File: config.mk
export PLATFORM = sky130hd
export DESIGN_NAME = gcc_fifo
export DESIGN_NICKNAME = d
export VERILOG_FILES = /design/src/sv/gcc_pkg.sv /design/src/sv/gcc_fifo.sv
export SDC_FILE = /design/constraint.sdc
export NUM_CORES = 1
export LEC_CHECK = 0
export ABC_AREA = 0
export ABC_CLOCK_PERIOD_IN_PS = 2400
export BUFFER_PORTS_ARGS = -buffer_cell sky130_fd_sc_hd__buf_2
export CAP_MARGIN = 20
export CORE_ASPECT_RATIO = 0.9
export CORE_MARGIN = 2
export CORE_UTILIZATION = 25
export DETAILED_ROUTE_END_ITERATION = 6
export PLACE_DENSITY = 0.4
export SYNTH_ARGS = -nofsm -noshare
export SYNTH_HDL_FRONTEND = slang
export SYNTH_SLANG_ARGS = --single-unit
File: constraint.sdc
create_clock -name i_clk -period 2.4 [get_ports i_clk]
set_input_delay 0 -clock i_clk [delete_from_list [all_inputs] [get_ports i_clk]]
set_output_delay 0 -clock i_clk [all_outputs]
set_load 0.05 [all_outputs]
File: src/sv/gcc_pkg.sv
// Shared constants, types and elaboration-time tables for the gas concentration converter.
`timescale 1ns / 1ps

package gcc_pkg;

    localparam int ADC_FULL_SCALE_DEF = 1023;
    localparam int FRAC_BITS_DEF      = 16;

    localparam int LOG_FB      = 30;
    localparam int LOG_LAT     = LOG_FB + 1;
    localparam int EXPO_W      = 13;
    localparam int EXPO_SCALE  = 1000;
    localparam int COEF_W      = 37;
    localparam int FIFO_DEPTH  = 4;
    localparam int GAS_W       = 3;
    localparam int READING_W   = 10;
    localparam int CONC_W      = 32;

    localparam logic [1:0] CFG_NH3 = 2'd0;
    localparam logic [1:0] CFG_CO  = 2'd1;
    localparam logic [1:0] CFG_NO2 = 2'd2;

    localparam logic [1:0] CHAN_NH3 = 2'd0;
    localparam logic [1:0] CHAN_CO  = 2'd1;
    localparam logic [1:0] CHAN_NO2 = 2'd2;

    localparam logic [READING_W-1:0] BASELINE_RST = 10'd512;

    typedef enum logic [1:0] {
        KIND_NORM,
        KIND_INF,
        KIND_ZERO,
        KIND_SAT
    } t_kind;

    typedef enum logic [1:0] {
        STATUS_OK  = 2'd0,
        STATUS_INF = 2'd1,
        STATUS_SAT = 2'd2
    } t_status;

    typedef struct packed {
        t_kind            kind;
        logic [GAS_W-1:0] gas;
    } t_tag;

    typedef struct packed {
        logic             valid;
        t_kind            kind;
        logic [GAS_W-1:0] gas;
    } t_ctl;

    localparam logic [1:0] GAS_CHAN [8] = '{
        CHAN_NH3, CHAN_CO, CHAN_NO2, CHAN_NH3, CHAN_NH3, CHAN_CO, CHAN_CO, CHAN_CO
    };
    localparam logic [EXPO_W-1:0] GAS_EXPO_MAG [8] = '{
        13'd1670, 13'd1179, 13'd1007, 13'd2518, 13'd2138, 13'd4363, 13'd1800, 13'd1552
    };
    localparam logic GAS_EXPO_NEG [8] = '{
        1'b1, 1'b1, 1'b0, 1'b1, 1'b1, 1'b1, 1'b1, 1'b1
    };
    localparam logic [19:0] GAS_CNUM [8] = '{
        20'd100, 20'd4385, 20'd1000, 20'd570164, 20'd398107, 20'd630957, 20'd73, 20'd1622
    };
    localparam logic [19:0] GAS_CDEN [8] = '{
        20'd147, 20'd1000, 20'd6855, 20'd1000, 20'd1000, 20'd1000, 20'd100, 20'd1000
    };

    function automatic logic [63:0] f_log2(input logic [63:0] x);
        logic [63:0] m;
        logic [63:0] frac;
        int          e;
        logic        found;
        e     = 0;
        found = 1'b0;
        for (int i = 63; i > 0; i--) begin
            if (x[i] && !found) begin
                e     = i;
                found = 1'b1;
            end
        end
        if (e <= 31) m = x << (31 - e);
        else m = x >> (e - 31);
        frac = 64'd0;
        for (int i = 0; i < LOG_FB; i++) begin
            m    = (m * m) >> 31;
            frac = frac << 1;
            if (m >= (64'd1 << 32)) begin
                m       = m >> 1;
                frac[0] = 1'b1;
            end
        end
        return (64'(e) << LOG_FB) + frac;
    endfunction

    function automatic logic [63:0] f_isqrt(input logic [63:0] v);
        logic [63:0] r;
        logic [63:0] b;
        logic [63:0] rem;
        r   = 64'd0;
        b   = 64'd1 << 62;
        rem = v;
        for (int i = 0; i < 32; i++) begin
            if (rem >= r + b) begin
                rem = rem - (r + b);
                r   = (r >> 1) + b;
            end else begin
                r = r >> 1;
            end
            b = b >> 2;
        end
        return r;
    endfunction

    function automatic logic [63:0] f_exp_r(input int n);
        logic [63:0] r;
        r = f_isqrt(64'd2 << 60);
        for (int i = 1; i < n; i++) begin
            r = f_isqrt(r << LOG_FB);
        end
        return r;
    endfunction

    function automatic logic signed [COEF_W-1:0] f_coef_log(input int g);
        logic signed [64:0] d;
        d = $signed({1'b0, f_log2(64'(GAS_CNUM[g]))}) - $signed({1'b0, f_log2(64'(GAS_CDEN[g]))});
        return COEF_W'(d);
    endfunction

    localparam logic signed [COEF_W-1:0] COEF_LOG [8] = '{
        f_coef_log(0), f_coef_log(1), f_coef_log(2), f_coef_log(3),
        f_coef_log(4), f_coef_log(5), f_coef_log(6), f_coef_log(7)
    };

endpackage

File: src/sv/gcc_fifo.sv
// Short queue between the front end and the evaluation pipeline.
`timescale 1ns / 1ps

module gcc_fifo #(
    parameter int WIDTH = 8,
    parameter int DEPTH = gcc_pkg::FIFO_DEPTH
) (
    input  logic             i_clk,
    input  logic             i_rst_n,
    input  logic             i_push,
    input  logic [WIDTH-1:0] i_data,
    output logic             o_full,
    input  logic             i_pop,
    output logic [WIDTH-1:0] o_data,
    output logic             o_valid
);

    localparam int PW = (DEPTH > 1) ? $clog2(DEPTH) : 1;
    localparam int CW = $clog2(DEPTH + 1);

    logic [WIDTH-1:0] r_mem [DEPTH];
    logic [PW-1:0]    r_wr;
    logic [PW-1:0]    r_rd;
    logic [CW-1:0]    r_cnt;
    logic             w_pop;

    assign o_full  = (r_cnt == CW'(DEPTH));
    assign o_valid = (r_cnt != '0);
    assign o_data  = r_mem[r_rd];
    assign w_pop   = i_pop && o_valid;

    always_ff @(posedge i_clk) begin
        if (!i_rst_n) begin
            r_wr  <= '0;
            r_rd  <= '0;
            r_cnt <= '0;
        end else begin
            if (i_push) r_wr <= (r_wr == PW'(DEPTH - 1)) ? '0 : r_wr + 1'b1;
            if (w_pop)  r_rd <= (r_rd == PW'(DEPTH - 1)) ? '0 : r_rd + 1'b1;
            if (i_push && !w_pop) r_cnt <= r_cnt + 1'b1;
            else if (w_pop && !i_push) r_cnt <= r_cnt - 1'b1;
        end
    end

    always_ff @(posedge i_clk) begin
        if (i_push) r_mem[r_wr] <= i_data;
    end

endmodule

Word-level counts from Yosys, hierarchy flattened
Memory sizes are Yosys's and may differ from the RTL's. A register that Yosys moved wholly into a read port is not among the register bits. Index checks and enable logic that the tools add are counted.

Add/sub/neg operators: 4. Equal/unequal tests: 3. Mux-type cells: 8. Reduce and logical (&&, ||, !) cells: 7.

Operators with widths (count): 2-bit 2-to-1 mux (4); 3-bit 2-to-1 mux (2); 2-bit by 1-bit adder with 2-bit output (second input constant) (2); 2-bit equality test (second input constant) (2); 3-bit by 1-bit adder with 3-bit output (second input constant) (1); 3-bit equality test (second input constant) (1); 1-bit logical AND (3); 3-bit nonzero test (1); 3-bit by 1-bit subtractor with 3-bit output (second input constant) (1); 1-bit logical NOT (2); 1-bit 2-to-1 mux (2); 2-bit nonzero test (1).

Flip-flop bits (word level): 7. RAM bits: 32. Input port bits: 12. Output and inout port bits: 10. Logic and storage cells: 26. Memories kept: 1.

Memories: r_mem (words 4, width 8, rd ports 1, clocked after Yosys merged registers in 1, write ports 1, line gcc_fifo.sv:21) `logic [WIDTH-1:0] r_mem [DEPTH];`.

Depth between registers and ports, before layout
Gate-level depths: netlist (run 1).

Depth after elaboration: 5. Mapped depth: 7. Depth with buffers taken out: 7.

Worst setup path after synthesis (run 1)
OpenSTA, ideal clock, no wires.

Path type: register to register. From: register r_cnt[1]. To: register r_cnt[2]. Library setup time: 0.070 ns. Arrival: 1.844 ns. Data required time: 2.330 ns. Setup slack: 0.486 ns. Cell stages (with the launch flop): 8. Buffers on the path: 0. Period minus slack after synthesis: 1.914 ns. Path through: dfxtp_1 -> o31ai_4 -> ha_1 -> inv_1 -> fa_1 -> xor2_1 -> or3_1 -> a21boi_1.

Longest elaborated chain between the ends: 5. Elaborated cells between the ends (all ways): 10. Classes of those cells: add/sub (2); mux (2); reduce/logical (6).

RTL lines: start, declared (line gcc_fifo.sv:24) `logic [CW-1:0] r_cnt;`; start signal, assigned (line gcc_fifo.sv:40) `if (i_push && !w_pop) r_cnt <= r_cnt + 1'b1;`; start signal, assigned (line gcc_fifo.sv:41) `else if (w_pop && !i_push) r_cnt <= r_cnt - 1'b1;`; branches (longest 5 deep; another with 3-bit by 1-bit subtractor with 3-bit output).

Parallel ways; which one is timed is not known. The select of a mux whose other input is x is not followed. A chain may end at the register's enable or synchronous reset.

Worst setup path after layout (run 1)
Ends and elaborated chain as after synthesis.

==> metrics.yaml, run 1 <==
outcome:
  outcome: "finished clean"
logic_synthesis:
  synth_compound_gate_area_share_pct: 2.686
  synth_enable_flop_cells: 32
  synthFlopType: "edfxtp_1"
  yosys.area_share.xor_xnor_pct: 1.074
  yosysSeqAreaShare_pct: 69.99
  syn-mean-instance-area_um2: 18.53
  synthMuxAreaShare_pct: 12.89
  synth_top_area_cell: "edfxtp_1"
  yosysWarnings: 0
  synth-seq-cells: 41
  netlist_top_cells_count: "edfxtp_1, dfxtp_1, mux4_2"
  synthSimpleGateAreaFrac_pct: 5.833
  synth_area_leaders: "edfxtp_1, dfxtp_1, mux4_2, ha_1, and2_1"
  synthDominantCellAreaShare_pct: 58.94
  synth_nets: 107
  async_reset_ff_share_pct: 0
  synthAdderAreaFrac_pct: 5.833
  post-synth-top-count-cell: "edfxtp_1"
  postSynthCellCount: 88
  synth.cell_area_um2: 1630
  synth_top_family_by_area: "multiplexers"
  synth.distinct_cells: 21
critical_path:
  critPathSlowestCell: "dfxtp_1"
  r2r_cells: 7
  path_buf_inv: 1
  crit_chain: "o31ai_4, ha_1, inv_1, fa_1, xor2_1, or3_1, a21boi_1"
  slowest_delay_ns: 0.38
  crit_path_end: "r_cnt[2]"
  crit_path_end_kind: "register"
  critPathLaunch: "r_cnt[1]"
  cp_num_cells: 7
  cp.required_ns: 2.63
  critical_path.max_fanout: 5
  crit_arrival_ns: 2.27
  cp-start-kind: "register"
  rrSetupSlack_ns: 0.36
  crit_type: "reg -> reg"
  reg2reg_to: "r_cnt[2]"
  path_delay_family: "adder cells"
  r2r-start: "r_cnt[1]"
floorplanning:
  die_h_um: 80.61
  ioPinCount: 22
  die_area_um2: 7184
  start_util_pct: 26.23
  row_count: 27
  die_width_um: 89.12
  core_um2: 6216
route:
  vias: 825
  first_pass_iters: 4
  drc: 0
  ant_nets: 0
  totalWireLength_um: 2825
  vias_per_cell: 3.929
  drt_iter0_drc: 24
  wl_per_cell_um: 13.45
power_and_ir_drop:
  p_total_mw: 1.938
  power_density_nw_per_um2: 971.6
  p_clk_share_pct: 22.2
  p_seq_share_pct: 47.7
  pwr-share-comb_pct: 30.1
  p_leak_nw: 0.7079
  vdd_drop_max_v: 0.0002111
  switchingPower_uw: 684.1
  swShare_pct: 35.30
  internal_power_mw: 1.254
timing:
  fmax_ghz: 0.4891
  fin_crit_sh_pct: 85.20
  finalSetupViolations: 0
  finClkSkew_ns: 0.002557
  drv_slew: 0
  fin_tns_setup_ns: 0
  slew_headroom_pct: 61.34
  worst_slew_pin_slew_ns: 0.5791
  rsz0062_at_grt: "no"
  hold_violations: 0
  fin_crit_ns: 2.045
global_routing:
  grt_use_total_pct: 8.962
  grt_antenna_before_repair: 0
  gr-total-overflow: 0
  grt_max_degree: 14
  first_global_vias: 882
  grt_pass1_wl_um: 4436
cts:
  clock_sinks: 41
  cts_max_path_buffers: 2
  clk_pin_slew_worst_paths_ns: 0.08
  cts_max_level: 2
  clock_latency_ns: 0.29
  cts_root_buf: "clkbuf_8"
  cts_tree: "built"
  cts_buffers: 5
placed_design:
  post-dp-hpwl_um: 1930
  gp_congestion: 0.6498
  port_buffers: 21
final_layout:
  drive_gt1_share_pct: 30.08
  num_antenna_cells: 0
  final_nets: 141
  synthToLayoutAreaGrowth_pct: 22.33
min_path:
  min_path_type: "in -> reg"
run:
  maxCapViolations: 0
## worst reg2reg max path, cell delays in order, from the launching register on
cell      delay [ns]
dfxtp_1         0.38
o31ai_4         0.34
ha_1            0.23
inv_1           0.06
fa_1            0.38
xor2_1          0.16
or3_1           0.31
a21boi_1        0.14
## state kept, by name, indices dropped and copies added, names as in the netlist, named ones only
register and count:
r_wr 2, r_rd 2, r_cnt 3, r_mem 32
## metal layers
layer | GRT usage, % | vias to the layer above | wire (um)
met1 | 10.20 | 405 | 1175
met5 | 0 | - | 0
met4 | 3.134 | 0 | 20
li1 | - | 403 | -
met3 | 4.214 | 2 | 132
met2 | 14.67 | 15 | 1496
## kinds of logic after synthesis
group,count (synthesis)
and+or+nand+nor,17
DFF,41
AOI/OAI and AO/OA,5
xor gates and xnor gates,2
muxes,11
adders and majority gates,7
buffers and inverters,5
## power groups by stage
stage	Clock [mW]	Combinational, mW	Sequential [mW]
2_1_floorplan	0	0.518	0.890
3_3_place_gp	0	0.575	0.944
3_5_place_dp	0	0.582	0.949
4_1_cts	0.452	0.594	0.933
5_1_grt	0.479	0.633	0.945
6_report	0.429	0.584	0.925
## through the flow
stage,utilization (%),std cells,hold slack [ns],instance area (um2),setup slack (ns)
finish,32.09,210,0.03780,1994,0.3553
global route,32.09,210,0.03766,1994,0.2184
CTS,32.09,210,0.03635,1994,0.3289
detailed placement,29.41,194,0.2172,1828,0.3455
global placement,29.41,194,0.2104,1828,0.4243
floorplan,-,88,0.09887,1630,0.4859
## cell type report
type	count	area [um2]
Clock buffer	5	68.82
Tap cell	87	108.9
Clock inverter	3	17.52
Timing Repair Buffer	29	185.2
Multi-Input combinational cell	42	461.7
Inverter	3	11.26
Fill cell	634	4222
Sequential cell	41	1141
## worst min path at each step
stage	from	to	slack (ns)	depth (start not counted)
3_3_place_gp	i_data[2]	r_mem[0][2]	0.21	1
2_1_floorplan	i_data[0]	r_mem[0][0]	0.1	0
5_1_grt	i_rst_n	r_wr[0]	0.04	2
4_1_cts	i_rst_n	r_wr[0]	0.04	2
3_5_place_dp	i_data[5]	r_mem[2][5]	0.22	1
6_report	i_rst_n	r_cnt[0]	0.04	2
## placed cells by master, fill, tap and decap left out, drive strengths merged
cell         count
o21ai            3
nor3b            1
inv              3
buf             21
fa               1
nand2            2
or3              2
dlygate4sd3      8
and2             5
ha               6
nor2             2
xnor2            1
clkinv           3
dfxtp            9
o31ai            1
nand3            2
xor2             1
edfxtp          32
clkbuf           5
nor2b            3
mux2i            3
mux4             8
a21boi           1
## timing repair
action,CTS,global route
setup endpoints to repair,0,0
setup buffers,0,0
hold buffers,8,0
resized for setup,0,0
hold endpoints to repair,32,0
(Power assumes the default switching activity.)
==> run 2: changes to the inputs <==
--- a/config.mk
+++ b/config.mk
@@ -11,9 +11,10 @@
 export CAP_MARGIN = 20
 export CORE_ASPECT_RATIO = 0.9
 export CORE_MARGIN = 2
-export CORE_UTILIZATION = 25
+export CORE_UTILIZATION = 55
 export DETAILED_ROUTE_END_ITERATION = 6
-export PLACE_DENSITY = 0.4
+export PLACE_DENSITY = 0.76
 export SYNTH_ARGS = -nofsm -noshare
 export SYNTH_HDL_FRONTEND = slang
 export SYNTH_SLANG_ARGS = --single-unit
+export TNS_END_PERCENT = 1
==> metrics.yaml, run 2 (synthesized netlist as in run 1, its figures left out) <==
run:
  maxCapViolations: 0
floorplanning:
  core_um2: 2793
  die_width_um: 61.39
  die_h_um: 55.65
  start_util_pct: 58.38
  ioPinCount: 22
  row_count: 18
  die_area_um2: 3416
global_routing:
  grt_antenna_before_repair: 0
  grt_max_degree: 13
  grt_use_total_pct: 17.10
  grt_pass1_wl_um: 4015
  first_global_vias: 876
  gr-total-overflow: 0
critical_path:
  crit_type: "reg -> reg"
  cp-start-kind: "register"
  crit_path_end_kind: "register"
  cp.required_ns: 2.68
  crit_arrival_ns: 2.48
  critical_path.max_fanout: 5
route:
  first_pass_iters: 4
  ant_nets: 0
  drt_iter0_drc: 19
  wl_per_cell_um: 15.41
  totalWireLength_um: 2528
  drc: 0
  top_layer: "met4"
  wl_met1_um: 1063
  vias: 843
  vias_per_cell: 5.140
  wl_met2_um: 1290
  wl_met3_um: 136
power_and_ir_drop:
  p_clk_share_pct: 23.1
  swShare_pct: 34.00
  pwr-share-comb_pct: 30.1
  switchingPower_uw: 672.0
  internal_power_mw: 1.305
  p_leak_nw: 0.7120
  p_seq_share_pct: 46.8
  power_density_nw_per_um2: 1017
  vdd_drop_max_v: 0.0005739
timing:
  slew_headroom_pct: 63.59
  finClkSkew_ns: 0.009475
  fin_crit_sh_pct: 91.95
  setup_slack_ns: 0.1931
  drv_slew: 0
  finalSetupViolations: 0
  fin_crit_ns: 2.207
  fmax_ghz: 0.4531
  rsz0062_at_grt: "no"
  fin_tns_setup_ns: 0
  worst_slew_pin_slew_ns: 0.5455
  hold_violations: 0
min_path:
  min_path_type: "in -> reg"
cts:
  cts_buffers: 5
  cts_max_path_buffers: 2
  clock_latency_ns: 0.34
  cts_root_buf: "clkbuf_4"
  clk_pin_slew_worst_paths_ns: 0.11
  clock_sinks: 41
  cts_tree: "built"
  cts_max_level: 2
placed_design:
  post-dp-hpwl_um: 1705
  port_buffers: 21
  post-place-ws_ns: 0.2693
  gp_congestion: 0.6672
final_layout:
  num_antenna_cells: 0
  synthToLayoutAreaGrowth_pct: 19.26
  final_nets: 142
  drive_gt1_share_pct: 29.84
  final_common_cell: "edfxtp_1"
  nFillCells: 203
  regMostFlops: "r_mem"
  mostFrequentLayoutCells: "edfxtp_1, buf_2, dfxtp_1, dlygate4sd3_1, mux4_2"
  top_regs: "r_mem (32), r_cnt (3)"
  largest_reg_flops: 32
outcome:
  outcome: "finished clean"
run 2: final timing paths:
| path | start | end | slack [ns] | cells after the start |
|---|---|---|---|---|
| hold / removal | i_pop | r_rd[0] | 0.02 | 3 |
| hold reg to reg | r_rd[0] | r_rd[0] | 0.57 | 2 |
| setup reg to reg | r_cnt[1] | r_cnt[2] | 0.19 | 7 |
| setup / recovery | r_cnt[1] | r_cnt[2] | 0.19 | 7 |
run 2: worst max-delay path: stages (launching register included):
cell	delay (ns)
dfxtp_1	0.39
o31ai_4	0.34
ha_1	0.26
inv_1	0.07
fa_1	0.39
xor2_1	0.17
or3_1	0.33
a21boi_1	0.18
run 2: stage by stage:
stage	instance area (um2)	hold WS, ns	std cells	utilization (%)	total power, mW
final	1944	0.01711	164	69.62	1.977
after floorplan	1630	0.09887	88	-	1.408
after global routing	1944	0.002997	164	69.62	2.066
after detailed placement	1769	0.2197	147	63.35	1.527
after CTS	1944	0.004165	164	69.62	1.990
after global placement	1769	0.2139	147	63.35	1.501
run 2: area by class of cell:
cell class,count,area [um2],area share [%]
clock buffers,7,55.05,2.831
clock inverters,1,30.03,1.544
inverters,3,11.26,0.5792
multi-input cells,42,461.7,23.75
flip-flops and latches,41,1141,58.69
well taps,40,50.05,2.574
repair buffers,30,195.2,10.04
run 2: timing repair:
item | 4_1_cts | 5_1_grt
setup buffers | 0 | 0
resized for setup | 0 | 0
hold endpoints to repair | 37 | 0
hold buffers | 9 | 0
run 2: power groups by stage:
stage	combinational, mW	sequential [mW]	clock, mW
after floorplan	0.518	0.890	0
after global placement	0.564	0.937	0
after detailed placement	0.583	0.944	0
after CTS	0.596	0.927	0.467
after global routing	0.636	0.939	0.490
final	0.594	0.925	0.457
run 2: per-layer routing:
| layer | track usage (%) | up-vias |
|---|---|---|
| met5 | 0 | - |
| met4 | 5.471 | 0 |
| met3 | 7.442 | 3 |
| met2 | 28.42 | 20 |
| met1 | 19.52 | 414 |
| li1 | - | 406 |
