### config.mk
export PLATFORM = sky130hd
export DESIGN_NAME = gcc_front
export DESIGN_NICKNAME = d
export VERILOG_FILES = /design/src/sv/gcc_pkg.sv /design/src/sv/gcc_front.sv
export SDC_FILE = /design/constraint.sdc
export NUM_CORES = 1
export LEC_CHECK = 0
export ABC_AREA = 1
export BUFFER_PORTS_ARGS = -buffer_cell sky130_fd_sc_hd__buf_4
export CORE_MARGIN = 1.5
export CORE_UTILIZATION = 30
export DETAILED_ROUTE_END_ITERATION = 7
export HOLD_SLACK_MARGIN = 0.1
export PLACE_DENSITY = 0.44
export SLEW_MARGIN = 20
export SYNTH_ARGS = -nofsm -noshare
export SYNTH_HDL_FRONTEND = slang
export SYNTH_SLANG_ARGS = --single-unit
### constraint.sdc
create_clock -name i_clk -period 4.8 [get_ports i_clk]
set_input_delay 0.24 -clock i_clk [delete_from_list [all_inputs] [get_ports i_clk]]
set_output_delay 0.24 -clock i_clk [all_outputs]
set_load 0.02 [all_outputs]
### src/sv/gcc_pkg.sv
// Shared constants, types and elaboration-time tables for the gas concentration converter.
`timescale 1ns / 1ps

package gcc_pkg;

    localparam int ADC_FULL_SCALE_DEF = 1023;
    localparam int FRAC_BITS_DEF      = 16;

    localparam int LOG_FB      = 30;
    localparam int LOG_LAT     = LOG_FB + 1;
    localparam int EXPO_W      = 13;
    localparam int EXPO_SCALE  = 1000;
    localparam int COEF_W      = 37;
    localparam int FIFO_DEPTH  = 4;
    localparam int GAS_W       = 3;
    localparam int READING_W   = 10;
    localparam int CONC_W      = 32;

    localparam logic [1:0] CFG_NH3 = 2'd0;
    localparam logic [1:0] CFG_CO  = 2'd1;
    localparam logic [1:0] CFG_NO2 = 2'd2;

    localparam logic [1:0] CHAN_NH3 = 2'd0;
    localparam logic [1:0] CHAN_CO  = 2'd1;
    localparam logic [1:0] CHAN_NO2 = 2'd2;

    localparam logic [READING_W-1:0] BASELINE_RST = 10'd512;

    typedef enum logic [1:0] {
        KIND_NORM,
        KIND_INF,
        KIND_ZERO,
        KIND_SAT
    } t_kind;

    typedef enum logic [1:0] {
        STATUS_OK  = 2'd0,
        STATUS_INF = 2'd1,
        STATUS_SAT = 2'd2
    } t_status;

    typedef struct packed {
        t_kind            kind;
        logic [GAS_W-1:0] gas;
    } t_tag;

    typedef struct packed {
        logic             valid;
        t_kind            kind;
        logic [GAS_W-1:0] gas;
    } t_ctl;

    localparam logic [1:0] GAS_CHAN [8] = '{
        CHAN_NH3, CHAN_CO, CHAN_NO2, CHAN_NH3, CHAN_NH3, CHAN_CO, CHAN_CO, CHAN_CO
    };
    localparam logic [EXPO_W-1:0] GAS_EXPO_MAG [8] = '{
        13'd1670, 13'd1179, 13'd1007, 13'd2518, 13'd2138, 13'd4363, 13'd1800, 13'd1552
    };
    localparam logic GAS_EXPO_NEG [8] = '{
        1'b1, 1'b1, 1'b0, 1'b1, 1'b1, 1'b1, 1'b1, 1'b1
    };
    localparam logic [19:0] GAS_CNUM [8] = '{
        20'd100, 20'd4385, 20'd1000, 20'd570164, 20'd398107, 20'd630957, 20'd73, 20'd1622
    };
    localparam logic [19:0] GAS_CDEN [8] = '{
        20'd147, 20'd1000, 20'd6855, 20'd1000, 20'd1000, 20'd1000, 20'd100, 20'd1000
    };

    function automatic logic [63:0] f_log2(input logic [63:0] x);
        logic [63:0] m;
        logic [63:0] frac;
        int          e;
        logic        found;
        e     = 0;
        found = 1'b0;
        for (int i = 63; i > 0; i--) begin
            if (x[i] && !found) begin
                e     = i;
                found = 1'b1;
            end
        end
        if (e <= 31) m = x << (31 - e);
        else m = x >> (e - 31);
        frac = 64'd0;
        for (int i = 0; i < LOG_FB; i++) begin
            m    = (m * m) >> 31;
            frac = frac << 1;
            if (m >= (64'd1 << 32)) begin
                m       = m >> 1;
                frac[0] = 1'b1;
            end
        end
        return (64'(e) << LOG_FB) + frac;
    endfunction

    function automatic logic [63:0] f_isqrt(input logic [63:0] v);
        logic [63:0] r;
        logic [63:0] b;
        logic [63:0] rem;
        r   = 64'd0;
        b   = 64'd1 << 62;
        rem = v;
        for (int i = 0; i < 32; i++) begin
            if (rem >= r + b) begin
                rem = rem - (r + b);
                r   = (r >> 1) + b;
            end else begin
                r = r >> 1;
            end
            b = b >> 2;
        end
        return r;
    endfunction

    function automatic logic [63:0] f_exp_r(input int n);
        logic [63:0] r;
        r = f_isqrt(64'd2 << 60);
        for (int i = 1; i < n; i++) begin
            r = f_isqrt(r << LOG_FB);
        end
        return r;
    endfunction

    function automatic logic signed [COEF_W-1:0] f_coef_log(input int g);
        logic signed [64:0] d;
        d = $signed({1'b0, f_log2(64'(GAS_CNUM[g]))}) - $signed({1'b0, f_log2(64'(GAS_CDEN[g]))});
        return COEF_W'(d);
    endfunction

    localparam logic signed [COEF_W-1:0] COEF_LOG [8] = '{
        f_coef_log(0), f_coef_log(1), f_coef_log(2), f_coef_log(3),
        f_coef_log(4), f_coef_log(5), f_coef_log(6), f_coef_log(7)
    };

endpackage

### src/sv/gcc_front.sv
// Front end: baseline registers, clamping, ratio terms and special-case classification.
`timescale 1ns / 1ps

module gcc_front #(
    parameter int ADC_FULL_SCALE = gcc_pkg::ADC_FULL_SCALE_DEF
) (
    input  logic                                      i_clk,
    input  logic                                      i_rst_n,
    input  logic                                      i_valid,
    output logic                                      o_ready,
    input  logic [gcc_pkg::GAS_W-1:0]                 i_gas_select,
    input  logic [gcc_pkg::READING_W-1:0]             i_channel_reading,
    input  logic                                      i_cfg_we,
    input  logic [1:0]                                i_cfg_idx,
    input  logic [gcc_pkg::READING_W-1:0]             i_cfg_data,
    output logic                                      o_push,
    input  logic                                      i_full,
    output gcc_pkg::t_tag                             o_tag,
    output logic [2*$clog2(ADC_FULL_SCALE+1)-1:0]     o_num,
    output logic [2*$clog2(ADC_FULL_SCALE+1)-1:0]     o_den
);

    localparam int FW = $clog2(ADC_FULL_SCALE + 1);
    localparam int NW = 2 * FW;
    localparam int AW = (FW > gcc_pkg::READING_W) ? FW : gcc_pkg::READING_W;
    localparam logic [AW-1:0] FS_A = AW'(ADC_FULL_SCALE);
    localparam logic [FW-1:0] FS_F = FW'(ADC_FULL_SCALE);

    logic [gcc_pkg::READING_W-1:0] r_base_nh3;
    logic [gcc_pkg::READING_W-1:0] r_base_co;
    logic [gcc_pkg::READING_W-1:0] r_base_no2;

    logic                 r_valid;
    gcc_pkg::t_tag        r_tag;
    logic [NW-1:0]        r_num;
    logic [NW-1:0]        r_den;

    logic [gcc_pkg::READING_W-1:0] w_base;
    logic [AW-1:0]        w_an_w;
    logic [AW-1:0]        w_a0_w;
    logic [FW-1:0]        w_an;
    logic [FW-1:0]        w_a0;
    logic                 w_num_zero;
    logic                 w_den_zero;
    gcc_pkg::t_tag        n_tag;
    logic [NW-1:0]        n_num;
    logic [NW-1:0]        n_den;
    logic                 w_take;

    always_ff @(posedge i_clk) begin
        if (!i_rst_n) begin
            r_base_nh3 <= gcc_pkg::BASELINE_RST;
            r_base_co  <= gcc_pkg::BASELINE_RST;
            r_base_no2 <= gcc_pkg::BASELINE_RST;
        end else if (i_cfg_we) begin
            if (i_cfg_idx == gcc_pkg::CFG_NH3) r_base_nh3 <= i_cfg_data;
            if (i_cfg_idx == gcc_pkg::CFG_CO)  r_base_co  <= i_cfg_data;
            if (i_cfg_idx == gcc_pkg::CFG_NO2) r_base_no2 <= i_cfg_data;
        end
    end

    always_comb begin
        unique case (gcc_pkg::GAS_CHAN[i_gas_select])
            gcc_pkg::CHAN_NH3: w_base = r_base_nh3;
            gcc_pkg::CHAN_CO:  w_base = r_base_co;
            default:           w_base = r_base_no2;
        endcase
        w_an_w = AW'(i_channel_reading);
        w_a0_w = AW'(w_base);
        w_an   = (w_an_w > FS_A) ? FS_F : FW'(w_an_w);
        w_a0   = (w_a0_w > FS_A) ? FS_F : FW'(w_a0_w);
        w_num_zero = (w_an == '0) || (w_a0 == FS_F);
        w_den_zero = (w_a0 == '0) || (w_an == FS_F);
        n_num = NW'(w_an) * NW'(FS_F - w_a0);
        n_den = NW'(w_a0) * NW'(FS_F - w_an);
        n_tag.gas = i_gas_select;
        if (w_den_zero) n_tag.kind = gcc_pkg::KIND_INF;
        else if (w_num_zero && gcc_pkg::GAS_EXPO_NEG[i_gas_select]) n_tag.kind = gcc_pkg::KIND_INF;
        else if (w_num_zero) n_tag.kind = gcc_pkg::KIND_ZERO;
        else n_tag.kind = gcc_pkg::KIND_NORM;
    end

    assign o_push  = r_valid && !i_full;
    assign o_ready = !r_valid || !i_full;
    assign w_take  = i_valid && o_ready;

    always_ff @(posedge i_clk) begin
        if (!i_rst_n) begin
            r_valid <= 1'b0;
        end else if (w_take) begin
            r_valid <= 1'b1;
        end else if (o_push) begin
            r_valid <= 1'b0;
        end
    end

    always_ff @(posedge i_clk) begin
        if (w_take) begin
            r_tag <= n_tag;
            r_num <= n_num;
            r_den <= n_den;
        end
    end

    assign o_tag = r_tag;
    assign o_num = r_num;
    assign o_den = r_den;

endmodule

# == Yosys cells after proc, flatten, opt, wreduce, memory -nomap -nowiden ==
# Memories as Yosys holds them, arrays and structs flattened.
# Index checks and enable logic that the tools add are counted.
# op_classes
n_eq_ne,5
reduce_logical,17
order_cmp,3
multipliers,2
shift,0
n_div,0
bitwise_logic,1
n_mux,10
addsub,2
# op_table
op,n
11-bit by 11-bit multiplier with 20-bit output,2
10-bit by 10-bit subtractor with 11-bit output (first input constant),2
10-bit equality test (second input constant),2
10-bit greater-than comparator (second input constant),2
10-bit zero test,2
10-bit two-way mux,2
10-bit one-hot mux with 2 select lines,1
2-bit two-way mux,3
2-bit AND reduction,3
2-bit by 1-bit equality test with 1-bit output (second input constant),2
4-bit >= comparator (second input constant),1
2-bit zero test,2
1-bit two-way mux,4
3-bit NOT with 4-bit output,1
1-bit logical AND,3
1-bit logical OR,3
2-bit equality test (second input constant),1
1-bit zero test,2
2-bit nonzero test,1
2-bit OR reduction,1
# totals
in_bits,30
latch_bits,0
reg_bits,76
elab_cells,50
mem_bits_rw,0
mem_bits_ro,24
n_memories,2
# mem_list
memory,depth,word_bits,rd,rd_clocked_by_memory_dff,write_ports,line_no,source
(name not given),8,2,1,0,0,gcc_front.sv:63,unique case (gcc_pkg::GAS_CHAN[i_gas_select])
(name not given),8,1,1,0,0,gcc_front.sv:78,else if (w_num_zero && gcc_pkg::GAS_EXPO_NEG[i_gas_select]) n_tag.kind = gcc_pkg::KIND_INF;

# == Depth between registers and ports, before layout ==
# Gate-level depths: netlist (run 1).
# depth
ltp_word,12
mapped_depth,26
ltp_nobuf,25

# == Worst setup path after synthesis (run 1) ==
# OpenSTA, ideal clock, no wires.
# synth_timing
path_type,input port to flip-flop
from,input port i_gas_select[2] (netlist bit)
to,register r_den[16] (netlist: o_den[16]) (data pin)
n_path_buf,2
setup_slack_ns,-0.359
arrival_ns,4.907
cell_stages,23
cell_sequence,inv_1 > nand3_2 > buf_2 > nand3_1 > nand3_2 > inv_1 > buf_2 > nand2_1 > fa_1 > inv_1 > fa_1 > fa_1 > fa_1 > inv_1 > fa_1 > inv_1 > ha_1 > a21oi_1 > o21ai_0 > a221oi_1 > nand2_1 > nand2_1 > nand2_1
# synth_via
elab_chain_len,9
word_cells_on_any_way,10
cone_classes,mul (1); order compare (1); eq/ne (1); mux (4); bitwise (1); reduce/logical (1); memory (1)
# synth_rtl
item,line_no,source
start: declaration,gcc_front.sv:11,"input logic [gcc_pkg::GAS_W-1:0] i_gas_select,"
3-bit NOT with 4-bit output (not written as such) *,gcc_front.sv:63,
memory 8 x 2 bit *,-,
2-bit two-way mux (not written as such) * (2 in series),gcc_front.sv:63,
2-bit by 1-bit equality test with 1-bit output or 2-bit zero test (tied branches),gcc_front.sv:63,
10-bit one-hot mux with 2 select lines *,gcc_front.sv:63,
10-bit greater-than comparator,gcc_front.sv:71,w_a0 = (w_a0_w > FS_A) ? FS_F : FW'(w_a0_w);
10-bit two-way mux *,gcc_front.sv:71,
11-bit by 11-bit multiplier with 20-bit output *,gcc_front.sv:75,n_den = NW'(w_a0) * NW'(FS_F - w_an);
via n_den[16],gcc_front.sv:47,logic [NW-1:0] n_den;
end signal: assignment,gcc_front.sv:101,r_den <= n_den;
end: declaration,gcc_front.sv:36,logic [NW-1:0] r_den;
# The timed path passes the listed nets; every way through them passes the cells marked *. The select of a mux whose other input is x is not followed.
# A chain may end at the register's enable or synchronous reset.

# == Worst setup path in the final report (run 1) ==
# layout_timing
from,register r_base_co[5] (netlist bit)
to,register r_den[16] (netlist: o_den[16]) (data pin)
# layout_via
elab_chain_len,4
# layout_rtl
item,line_no,source
start: declaration,gcc_front.sv:30,logic [gcc_pkg::READING_W-1:0] r_base_co;
start signal: assignment,gcc_front.sv:53,r_base_co <= gcc_pkg::BASELINE_RST;
start signal: assignment,gcc_front.sv:57,if (i_cfg_idx == gcc_pkg::CFG_CO) r_base_co <= i_cfg_data;
10-bit one-hot mux with 2 select lines *,gcc_front.sv:63,
10-bit greater-than comparator,gcc_front.sv:71,
10-bit two-way mux *,gcc_front.sv:71,
11-bit by 11-bit multiplier with 20-bit output *,gcc_front.sv:75,
via n_den[16],gcc_front.sv:47,
# The timed path passes the listed nets; every way through them passes the cells marked *.

==> impl_table.tex, run 1 <==
\begin{tabular}{lr}
\hline
Metric & Value \\
\hline
\multicolumn{2}{l}{\textbf{Outcome}} \\
\quad Outcome & finished, final reports clean \\
\multicolumn{2}{l}{\textbf{Critical path}} \\
\quad Worst Setup End Kind & flop \\
\quad Worst reg2reg path startpoint & r\_base\_co[5] \\
\quad Worst EP required & 4.92 ns \\
\quad R2r worst-path depth & 20 \\
\quad Worst setup slack for register-to-register paths & approximately 0.028 ns \\
\quad Critical Path Source Type & flop \\
\quad Capturing point of the worst reg2reg path & o\_den[16] \\
\quad Worst Setup Path Type & reg -> reg \\
\quad Arrival time at the worst endpoint & around 4.9 ns \\
\quad Highest fanout seen on the critical path & 5 \\
\multicolumn{2}{l}{\textbf{Clock network}} \\
\quad Clk pin slew, worst setup/hold paths & about 0.07 ns \\
\quad TritonCTS clock tree & done \\
\quad Clk sinks & between 70 and 80 \\
\quad Cell at the root of the clock tree & clkbuf\_16 \\
\quad Number of buffers created by CTS & 9 \\
\quad Clock tree buffer depth & 2 \\
\quad Total number of H-tree levels & 3 \\
\quad Clock latency at the later pin of the worst-skew pair & approximately 0.37 ns \\
\multicolumn{2}{l}{\textbf{Final layout}} \\
\quad Most frequent standard cell in the layout excluding fill and tap cells & inv\_1 \\
\quad Signed area change from the synthesized netlist to the final layout & 35.2\% \\
\quad Antenna cells & 0 \\
\quad Fraction of final layout cells sized beyond drive strength 1 & 0.303 \\
\quad Number of nets at the end of the flow & about 1700 \\
\quad Number of standard cells in the final layout excluding fillers & around 1800 \\
\quad Leading cell types in the layout, fill and taps excluded & inv\_1, buf\_4, nor2\_1 \\
\multicolumn{2}{l}{\textbf{Power and ir drop}} \\
\quad Power Internal & $\sim$5700 uW \\
\quad Post-layout total power & $\sim$10000 uW \\
\quad Sw frac & 0.444 \\
\quad Clock group share of total power & 0.077 \\
\quad Switching power & 4530 uW \\
\quad Worst-case vdd ir drop & 0.642 mV \\
\quad Sequential power share & 0.115 \\
\quad Combinational share of power & 0.808 \\
\quad Cell Pwr Density & 774 mW/mm\^{}2 \\
\quad Leak Pwr & around 0.0066 uW \\
\multicolumn{2}{l}{\textbf{Timing}} \\
\quad Slack of the critical path & about 0.028 ns \\
\quad Setup repair after global routing missed its margin & true \\
\quad Final count of negative-setup-slack endpoints & 0 \\
\quad Shortest period the worst path allows & 4.77 ns \\
\quad Transition at the pin with the smallest max-transition slack & between 0.9 and 1 ns \\
\quad Final worst path period share & 0.994 \\
\quad Number of pins exceeding their max-slew limit in the final report & 0 \\
\quad Worst slew slack as a fraction of its limit & 0.354 \\
\quad Setup total negative slack & 0 ns \\
\quad Final number of hold-violating endpoints & 0 \\
\quad Timing-limited maximum frequency & $\sim$210 MHz \\
\quad Final Skew & between 0.015 and 0.02 ns \\
\multicolumn{2}{l}{\textbf{Yosys}} \\
\quad Avg Cell Area, Syn & $\sim$8.4 sq um \\
\quad Cell count after synthesis & 1160 \\
\quad Number of warning messages in the yosys log & 0 \\
\quad Number of synthesized flops with an enable pin & 45 \\
\quad Fraction of synthesis flops using an asynchronous set or reset pin & 0 \\
\quad Post-synthesis instance area & just under 0.01 sq mm \\
\quad Post-synthesis cell type count & 37 \\
\quad Portion of the post-synthesis area used by sequential elements & 0.202 \\
\quad \#FFs+latches synth & 76 \\
\quad Syn nets & between 1000 and 1500 \\
\quad Most common flop cell mapped by yosys & edfxtp\_1 \\
\multicolumn{2}{l}{\textbf{Placed design}} \\
\quad Detailed Place HPWL & between 20000 and 25000 um \\
\quad Post-Place Cells & around 1800 \\
\quad Weighted congestion reported at the end of routability-driven placement & between 0.8 and 0.9 \\
\quad Pre-CTS setup slack & -0.521 ns \\
\quad Count of port buffers added during placement & 76 \\
\multicolumn{2}{l}{\textbf{Job}} \\
\quad Max-cap viol count & 0 \\
\multicolumn{2}{l}{\textbf{Min path}} \\
\quad Endpoint with the worst hold slack & r\_base\_co[1] \\
\quad Min-delay worst type & in -> reg \\
\quad Startpoint of the most critical hold path & i\_cfg\_data[1] \\
\quad Hold path cells & 3 \\
\multicolumn{2}{l}{\textbf{Detailed routing}} \\
\quad Post-detailed-route wirelength per cell & around 15 um \\
\quad Total wirelength of the detailed-routed design & roughly 27000 um \\
\quad Drt via density & between 4 and 5 \\
\quad First drt pass iteration count & 5 \\
\quad DRT antenna net count & 0 \\
\quad Overall via count from detail\_route & about 8000 \\
\quad First DRT Iteration DRCs & 339 \\
\quad DRC & 0 \\
\multicolumn{2}{l}{\textbf{GRT}} \\
\quad Largest net degree at the start of global routing & between 40 and 50 \\
\quad Aggregate global-route resource usage & 0.169 \\
\quad GR met1 Demand/Resource & 0.223 \\
\quad Layer with the highest usage & met2 \\
\quad Initial antenna violation count & 0 \\
\quad Global-route congestion overflow total & 0 \\
\quad Global-route wire length before repair & about 44000 um \\
\quad Met2 Use GR & 0.287 \\
\quad Global-route track usage on met3 & 0.0218 \\
\quad Vias in the first global route & 8350 \\
\multicolumn{2}{l}{\textbf{Die}} \\
\quad Die height & around 180 um \\
\quad Rows & between 60 and 70 \\
\quad Core region area & $\sim$0.032 sq mm \\
\quad Die width & between 150 and 200 um \\
\quad Top-level port count & 77 \\
\quad Die area & 0.0336 sq mm \\
\quad Initial core utilization & 0.307 \\
\hline
\end{tabular}
metal layers:
layer	vias to the layer above	wire, um
li1	4021	-
met5	-	0
met2	137	12800
met4	0	594
met3	30	863
met1	3922	12600
kinds of logic after synthesis:
logic type,synth area share
xor gates and xnor gates,0.0287
adders and majority gates,0.415
buffers and inverters,0.113
and+or+nand+nor,0.184
DFF,0.202
AOI/OAI and AO/OA,0.0571
registers in the layout, indices dropped and copies added (netlist names):
name	cells
o_tag	5
r_valid	1
o_den	20
r_base_co	10
r_base_no2	10
o_num	20
r_base_nh3	10
worst max-delay path: stages, from the launching register on:
cell and delay [ns]:
dfxtp_2 0.33, nand3b_1 0.17, nand2_2 0.10, nor2_4 0.18, buf_12 0.14, nand2_1 0.06
fa_1 0.47, inv_1 0.05, fa_1 0.50, inv_2 0.04, fa_1 0.52, fa_2 0.44
fa_1 0.50, inv_2 0.05, ha_4 0.26, a21oi_4 0.19, o21ai_1 0.09, a221oi_2 0.25
nand2_1 0.08, nand2_1 0.06, nand2_1 0.04
synthesized netlist by cell type, types with 3 or more instances:
master,number,area [sq um]
inv_2,3,11.3
nand3_1,32,160
o21ai_0,40,200
nand4_1,9,56.3
nand3b_2,3,33.8
nand2_1,157,589
o21bai_1,5,37.5
a21oi_1,45,225
clkbuf_1,24,90.1
a21o_1,3,22.5
xor2_1,21,184
dfxtp_1,31,621
nand3b_1,12,90.1
nor2_4,3,33.8
inv_1,244,916
edfxtp_1,45,1350
nand2_2,7,43.8
fa_1,126,2520
a21boi_0,3,22.5
nand3_2,5,50.1
nor3_1,6,30.0
nor2_1,174,653
buf_2,11,55.1
ha_1,122,1530
xnor2_1,11,96.3
nor4_1,3,18.8
cell type report:
cell class                 count  area [sq um]
inverter                     249           940
clock buffer                   9           225
tap                          435           544
sequential                    76          1980
clock inverter                 7          87.6
timing repair buffer         244          1980
multi-input combinational    799          7420
fill                        3279         18600
power groups by stage:
stage	combinational, uW	clock [uW]	sequential, uW
finish	8250	783	1170
CTS	7610	810	1180
global placement	7110	0	1190
floorplan	4200	0	1380
detailed placement	7120	0	1190
global route	9250	831	1190
metrics by stage:
step / instance area, sq um / hold WS [ns] / util
3_3_place_gp: 12100 / 0.452 / 0.380
4_1_cts: 12800 / 0.107 / 0.401
2_1_floorplan: 10000 / 0.339 / -
3_5_place_dp: 12100 / 0.451 / 0.380
5_1_grt: 13200 / 0.123 / 0.414
6_report: 13200 / 0.116 / 0.414
how the worst max path moves through the flow:
stage                     cells past startpoint  slack, ns   endpoint       startpoint
after floorplan                              24      -0.02  o_den[16]  i_gas_select[0]
after global placement                       22      -0.48  o_den[11]  i_gas_select[1]
after detailed placement                     22      -0.52  o_num[18]  i_gas_select[1]
after CTS                                    18     -0.002  o_num[16]     r_base_co[3]
after global routing                         20      -0.22  o_den[16]     r_base_co[7]
final                                        20       0.03  o_den[16]     r_base_co[5]
timing repair:
action | 4_1_cts | 5_1_grt
cloned | 1 | 0
resized for setup | 60 | 88
setup endpoints to repair | 21 | 21
pin swaps | 42 | 42
endpoints found under the hold margin | 1 | 0
hold buffers | 1 | 0
setup buffers | 12 | 12
(Power assumes the default switching activity.)
==> run 2, diff against run 1 <==
- CORE_MARGIN: 1.5 -> default
- clock period: 4.8 -> 4.1 ns (I/O delays scaled with it)
==> run 2 against run 1 <==
Against the previous run:
- the run now ends with setup timing left
- routed wire length up 2.0%
- first-iteration DRC count decreased by 16%
- count of clock-buffer cells in the layout increased by 3
==> impl_table.tex, run 2 (synthesis results as in run 1) <==
\begin{tabular}{lr}
\hline
Metric & Value \\
\hline
\multicolumn{2}{l}{\textbf{Outcome}} \\
\quad Outcome & complete, but fails checks \\
\quad Violated checks & setup timing \\
\multicolumn{2}{l}{\textbf{Timing}} \\
\quad Final count of negative-setup-slack endpoints & 28 (+28) \\
\quad Final worst path period share & 1.16 (+0.166) \\
\quad Setup total negative slack & -14.08 ns (-14.08 ns) \\
\quad Slack of the critical path & -0.658 ns (-0.686 ns) \\
\quad Final Skew & 0.00812 ns (-0.0103 ns) \\
\quad Timing-limited maximum frequency & 210 MHz (+0.29\%) \\
\quad Worst slew slack as a fraction of its limit & 0.500 (+0.146) \\
\quad Setup repair after global routing missed its margin & true \\
\quad Number of pins exceeding their max-slew limit in the final report & 0 (unchanged) \\
\quad Shortest period the worst path allows & 4.76 ns (-0.0138 ns) \\
\quad Final number of hold-violating endpoints & 0 (unchanged) \\
\quad Transition at the pin with the smallest max-transition slack & 0.748 ns (-0.214 ns) \\
\multicolumn{2}{l}{\textbf{Critical path}} \\
\quad Worst Setup Path Type & reg -> reg \\
\quad Worst EP required & 4.21 ns (-0.71 ns) \\
\quad Critical Path Source Type & flop \\
\quad Arrival time at the worst endpoint & 4.86 ns (-0.03 ns) \\
\quad Worst Setup End Kind & flop \\
\quad Highest fanout seen on the critical path & 6 (+1) \\
\multicolumn{2}{l}{\textbf{Clock network}} \\
\quad Total number of H-tree levels & 3 (unchanged) \\
\quad Clock latency at the later pin of the worst-skew pair & 0.36 ns (about the same) \\
\quad Cell at the root of the clock tree & clkbuf\_16 \\
\quad Clk sinks & 76 (unchanged) \\
\quad TritonCTS clock tree & done \\
\quad Clk pin slew, worst setup/hold paths & 0.06 ns (about the same) \\
\quad Clock tree buffer depth & 2 (unchanged) \\
\quad Number of buffers created by CTS & 9 (unchanged) \\
\multicolumn{2}{l}{\textbf{Detailed routing}} \\
\quad Drt via density & 4.37 (-2.0\%) \\
\quad Total wirelength of the detailed-routed design & 27400 um (+2.0\%) \\
\quad DRC & 0 (unchanged) \\
\quad First DRT Iteration DRCs & 284 (-16\%) \\
\quad DR top layer & met4 \\
\quad Post-detailed-route wirelength per cell & 14.5 um (-1.7\%) \\
\quad First drt pass iteration count & 5 (unchanged) \\
\quad DRT antenna net count & 0 (unchanged) \\
\quad Met2 routed WL & 12700 um (-0.34\%) \\
\quad Wire length on met3 & 1090 um (+26\%) \\
\quad Overall via count from detail\_route & 8245 (+1.7\%) \\
\quad Wire length on met1 & 13000 um (+3.4\%) \\
\multicolumn{2}{l}{\textbf{Final layout}} \\
\quad Leading cell types in the layout, fill and taps excluded & buf\_4, inv\_1, nor2\_1 \\
\quad Post-route cell area & 0.0141 sq mm (+7.2\%) \\
\quad Antenna cells & 0 (unchanged) \\
\quad Number of nets at the end of the flow & 1725 (+4.1\%) \\
\quad Most frequent standard cell in the layout excluding fill and tap cells & buf\_4 \\
\quad Fraction of final layout cells sized beyond drive strength 1 & 0.364 (+0.0602) \\
\quad Signed area change from the synthesized netlist to the final layout & 44.9\% \\
\quad Filler Cell Count & 3110 (-5.2\%) \\
\quad Number of standard cells in the final layout excluding fillers & 1887 (+3.7\%) \\
\multicolumn{2}{l}{\textbf{Placed design}} \\
\quad Weighted congestion reported at the end of routability-driven placement & 0.842 (-0.31\%) \\
\quad Placed cell area & 0.0128 sq mm (+6.0\%) \\
\quad Post-Place Cells & 1830 (+3.0\%) \\
\quad Count of port buffers added during placement & 76 (unchanged) \\
\quad Detailed Place HPWL & 22500 um (+5.1\%) \\
\multicolumn{2}{l}{\textbf{GRT}} \\
\quad Largest net degree at the start of global routing & 32 (-30\%) \\
\quad Aggregate global-route resource usage & 0.176 (+0.00673) \\
\quad Global-route congestion overflow total & 0 (unchanged) \\
\quad Vias in the first global route & 8791 (+5.3\%) \\
\quad Global-route wire length before repair & 45400 um (+3.6\%) \\
\quad Initial antenna violation count & 0 (unchanged) \\
\multicolumn{2}{l}{\textbf{Min path}} \\
\quad Min-delay worst type & in -> reg \\
\multicolumn{2}{l}{\textbf{Power and ir drop}} \\
\quad Cell Pwr Density & 916 mW/mm\^{}2 (+18\%) \\
\quad Leak Pwr & 0.00703 uW (+6.5\%) \\
\quad Worst-case vdd ir drop & 0.856 mV (+33\%) \\
\multicolumn{2}{l}{\textbf{Die}} \\
\quad Rows & 65 (unchanged) \\
\quad Die width & 182 um (-0.55\%) \\
\quad Die area & 0.0332 sq mm (-1.1\%) \\
\quad Initial core utilization & 0.307 (unchanged) \\
\quad Core region area & 0.0318 sq mm (unchanged) \\
\quad Top-level port count & 77 (unchanged) \\
\quad Die height & 182 um (-0.55\%) \\
\multicolumn{2}{l}{\textbf{Job}} \\
\quad Max-cap viol count & 0 (unchanged) \\
\hline
\end{tabular}
run 2: critical path: stages, from the launching register on:
cell and delay [ns]:
dfxtp_2 0.34, nand3b_1 0.18, nand2_2 0.09, nor2_4 0.24, nand2_1 0.10, fa_1 0.48, fa_1 0.50, inv_1 0.06
fa_2 0.47, fa_1 0.50, inv_1 0.05, fa_1 0.49, inv_2 0.05, ha_4 0.24, a21oi_4 0.14, o21a_1 0.18
o21ai_4 0.09, a31oi_1 0.20, xor2_1 0.09
run 2: layout make-up:
class	count	area [sq um]	area share
Sequential cell	76	1980	0.140
Timing Repair Buffer	313	2570	0.182
Multi-Input combinational cell	798	7770	0.550
Clock buffer	12	256	0.0182
Clock inverter	4	28.8	0.00204
Tap cell	435	544	0.0385
Inverter	249	972	0.0688
run 2: path summary, 6_finish.rpt:
check                                    from            end  slack, ns  depth (start not counted)
worst max-delay path             r_base_co[3]      o_den[15]      -0.66                         18
worst min-delay path                 i_cfg_we  r_base_no2[9]       0.14                          3
worst max register to register   r_base_co[3]      o_den[15]      -0.66                         18
worst min register to register  r_base_no2[0]  r_base_no2[0]       0.46                          2
run 2: what timing repair did:
action,CTS,global route
gates resized for setup,79,88
pin swaps,55,67
setup endpoints to repair,28,28
buffers inserted,20,17
hold endpoints to repair,14,1
hold buffers,9,1
run 2: power by group:
group          leakage (uW)  total [uW]  switching (uW)  internal [uW]
combinational       0.00619       10800            5340           5420
sequential         0.000697        1380            56.8           1320
clock              0.000144         803             355            447
run 2: stage by stage:
stage	total power (uW)	utilization	setup WS (ns)	hold WS, ns
4_1_cts	12100	0.430	-0.710	0.130
3_3_place_gp	10700	0.403	-1.10	0.452
2_1_floorplan	7440	-	-0.634	0.304
5_1_grt	14300	0.444	-0.874	0.148
6_report	12900	0.444	-0.658	0.141
3_5_place_dp	10700	0.403	-1.11	0.448
run 2: per-layer routing:
metal | GRT usage | vias up
met4 | 0.0497 | 0
met5 | 0 | -
met1 | 0.239 | 3905
met2 | 0.290 | 144
met3 | 0.0235 | 33
li1 | - | 4163
==> run 3, diff against run 2 <==
- RECOVER_POWER: default -> 100
==> run 3 against run 2 <==
Against the previous run:
- the flow finishes with violations (capacitance limit, slew limit, setup timing)
- count of clock-buffer cells in the layout is the same
- largest power group unchanged
- setup slack gained 0.0014 ns
- global-route usage is the same
- fmax is essentially flat
==> impl_table.tex, run 3 (synthesis results as in run 1) <==
\begin{tabular}{lr}
\hline
Metric & Value \\
\hline
\multicolumn{2}{l}{\textbf{Clock network}} \\
\quad Number of buffers created by CTS & 9 (unchanged) \\
\quad Clk pin slew, worst setup/hold paths & 0.06 ns (about the same) \\
\quad TritonCTS clock tree & done \\
\quad Clock tree buffer depth & 2 (unchanged) \\
\quad Clock latency at the later pin of the worst-skew pair & 0.36 ns (about the same) \\
\quad Total number of H-tree levels & 3 (unchanged) \\
\quad Cell at the root of the clock tree & clkbuf\_16 \\
\quad Clk sinks & 76 (unchanged) \\
\multicolumn{2}{l}{\textbf{Placed design}} \\
\quad Detailed Place HPWL & 22500 um (unchanged) \\
\quad Placed cell area & 0.0128 sq mm (unchanged) \\
\quad Post-Place Cells & 1830 (unchanged) \\
\quad Count of port buffers added during placement & 76 (unchanged) \\
\quad Weighted congestion reported at the end of routability-driven placement & 0.842 (unchanged) \\
\quad Pre-CTS setup slack & -1.11 ns (unchanged) \\
\multicolumn{2}{l}{\textbf{Outcome}} \\
\quad Outcome & complete, but fails checks \\
\quad Violated checks & capacitance limit, slew limit, setup timing \\
\multicolumn{2}{l}{\textbf{Critical path}} \\
\quad Library cell contributing the largest single delay on the critical path & fa\_1 \\
\quad CP cell instances & nand3b\_1 -> nand3\_4 -> nand2\_1 -> fa\_1 -> fa\_1 -> fa\_1 -> inv\_2 -> fa\_1 -> inv\_2 -> fa\_1 -> inv\_2 -> ha\_4 -> a21oi\_2 -> o21ai\_1 -> nand2\_1 -> nand4\_1 -> buf\_4 -> xor2\_1 \\
\quad Critical Path Source Type & flop \\
\quad Highest fanout seen on the critical path & 6 (unchanged) \\
\quad Critical path's largest stage delay & 0.54 ns (+0.04 ns) \\
\quad Arrival time at the worst endpoint & 4.87 ns (about the same) \\
\quad Worst EP required & 4.22 ns (about the same) \\
\quad Cell occurring most often along the worst timing path & fa\_1 \\
\quad Worst Setup Path Type & reg -> reg \\
\quad Worst Setup End Kind & flop \\
\multicolumn{2}{l}{\textbf{Timing}} \\
\quad Final number of hold-violating endpoints & 0 (unchanged) \\
\quad Timing-limited maximum frequency & 210 MHz (about the same) \\
\quad Final count of negative-setup-slack endpoints & 28 (unchanged) \\
\quad Slack of the critical path & -0.657 ns (+0.00142 ns) \\
\quad Worst slew slack as a fraction of its limit & -0.315 (-0.815) \\
\quad Setup repair after global routing missed its margin & true \\
\quad Final worst path period share & 1.16 (about the same) \\
\quad Transition at the pin with the smallest max-transition slack & 1.97 ns (+1.22 ns) \\
\quad Shortest period the worst path allows & 4.76 ns (-0.00142 ns) \\
\quad Final Skew & 0.00813 ns (+0.0000121 ns) \\
\quad Number of pins exceeding their max-slew limit in the final report & 21 (+21) \\
\multicolumn{2}{l}{\textbf{Final layout}} \\
\quad Leading cell types in the layout, fill and taps excluded & inv\_1, buf\_4, nor2\_1 \\
\quad Most frequent standard cell in the layout excluding fill and tap cells & inv\_1 \\
\quad Signed area change from the synthesized netlist to the final layout & 42.5\% \\
\quad Number of standard cells in the final layout excluding fillers & 1887 (unchanged) \\
\quad Post-route cell area & 0.0139 sq mm (-1.6\%) \\
\quad Number of nets at the end of the flow & 1725 (unchanged) \\
\quad Fraction of final layout cells sized beyond drive strength 1 & 0.325 (-0.0386) \\
\quad Antenna cells & 0 (unchanged) \\
\quad Filler Cell Count & 3161 (+1.6\%) \\
\quad Post-route core utilization & 0.437 (-0.00732) \\
\multicolumn{2}{l}{\textbf{GRT}} \\
\quad Initial antenna violation count & 0 (unchanged) \\
\quad Global-route wire length before repair & 45400 um (unchanged) \\
\quad Aggregate global-route resource usage & 0.176 (unchanged) \\
\quad Layer with the highest usage & met2 \\
\quad GR met1 Demand/Resource & 0.239 (unchanged) \\
\quad Met2 Use GR & 0.290 (unchanged) \\
\quad Largest net degree at the start of global routing & 32 (unchanged) \\
\quad Global-route track usage on met3 & 0.0235 (unchanged) \\
\quad Vias in the first global route & 8791 (unchanged) \\
\quad Global-route congestion overflow total & 0 (unchanged) \\
\multicolumn{2}{l}{\textbf{Die}} \\
\quad Initial core utilization & 0.307 (unchanged) \\
\quad Core region area & 0.0318 sq mm (unchanged) \\
\quad Die area & 0.0332 sq mm (unchanged) \\
\quad Die height & 182 um (unchanged) \\
\quad Die width & 182 um (unchanged) \\
\quad Top-level port count & 77 (unchanged) \\
\quad Rows & 65 (unchanged) \\
\multicolumn{2}{l}{\textbf{Power and ir drop}} \\
\quad Leak Pwr & 0.00683 uW (-2.8\%) \\
\quad Worst-case vdd ir drop & 0.856 mV (about the same) \\
\quad Cell Pwr Density & 921 mW/mm\^{}2 (+0.50\%) \\
\multicolumn{2}{l}{\textbf{Detailed routing}} \\
\quad First DRT Iteration DRCs & 326 (+15\%) \\
\quad DRC & 0 (unchanged) \\
\quad Drt via density & 4.40 (+0.62\%) \\
\quad Overall via count from detail\_route & 8296 (+0.62\%) \\
\quad DRT antenna net count & 0 (unchanged) \\
\quad Total wirelength of the detailed-routed design & 27400 um (+0.18\%) \\
\quad First drt pass iteration count & 6 (+1) \\
\quad Post-detailed-route wirelength per cell & 14.5 um (+0.18\%) \\
\multicolumn{2}{l}{\textbf{Job}} \\
\quad Max-cap viol count & 1 (+1) \\
\multicolumn{2}{l}{\textbf{Min path}} \\
\quad Min-delay worst type & in -> reg \\
\hline
\end{tabular}
-- run 3: worst max-delay path: cells and delay by family (launching register included) --
| family | cells | cell delay (ns) |
|---|---|---|
| xor+xnor | 1 | 0.13 |
| flops | 1 | 0.33 |
| simple gates | 5 | 0.76 |
| compound gates | 2 | 0.23 |
| fa+ha+maj | 6 | 2.74 |
| buf+inv | 4 | 0.34 |
-- run 3: area by class of cell --
| cell class | count | area [sq um] | share of cell area |
|---|---|---|---|
| clock buffers | 12 | 256 | 0.0185 |
| clock inverters | 4 | 28.8 | 0.00207 |
| inverters | 249 | 972 | 0.0700 |
| multi-input cells | 798 | 7740 | 0.557 |
| flip-flops and latches | 76 | 1980 | 0.143 |
| well taps | 435 | 544 | 0.0392 |
| repair buffers | 313 | 2370 | 0.171 |
-- run 3: where the power goes --
part	internal (uW)	switching [uW]	leakage (uW)	total, uW
Clock	447	358	0.000144	805
Sequential	1320	51.1	0.000697	1370
Combinational	5280	5340	0.00599	10600
Total	7050	5750	0.00683	12800
-- run 3: through the flow --
step                setup TNS [ns]  hold WS, ns  power (uW)
global placement            -26.14        0.452       10700
CTS                         -14.50        0.130       12100
finish                      -14.24        0.132       12800
floorplan                    -9.33        0.304        7440
detailed placement          -26.46        0.448       10700
global route                -19.02        0.148       14100
-- run 3: worst paths after layout --
| kind | startpoint | end | slack, ns | cells after the start |
|---|---|---|---|---|
| setup reg to reg | r_base_co[3] | o_num[14] | -0.66 | 18 |
| hold reg to reg | r_base_no2[0] | r_base_no2[0] | 0.46 | 2 |
| hold / removal | i_cfg_we | r_base_no2[9] | 0.13 | 3 |
| setup / recovery | r_base_co[3] | o_num[14] | -0.66 | 18 |
-- run 3: timing repair --
action,4_1_cts,5_1_grt
endpoints found under the hold margin,14,1
setup buffers,20,17
hold buffers,9,1
setup endpoints to repair,28,28
pin swaps,55,67
gates resized for setup,79,88
-- run 3: metal layers --
layer  part of all wire  wire [um]
met1               0.49      13300
met2               0.46      12700
met3              0.032        870
met4              0.018        492
met5                  0          0
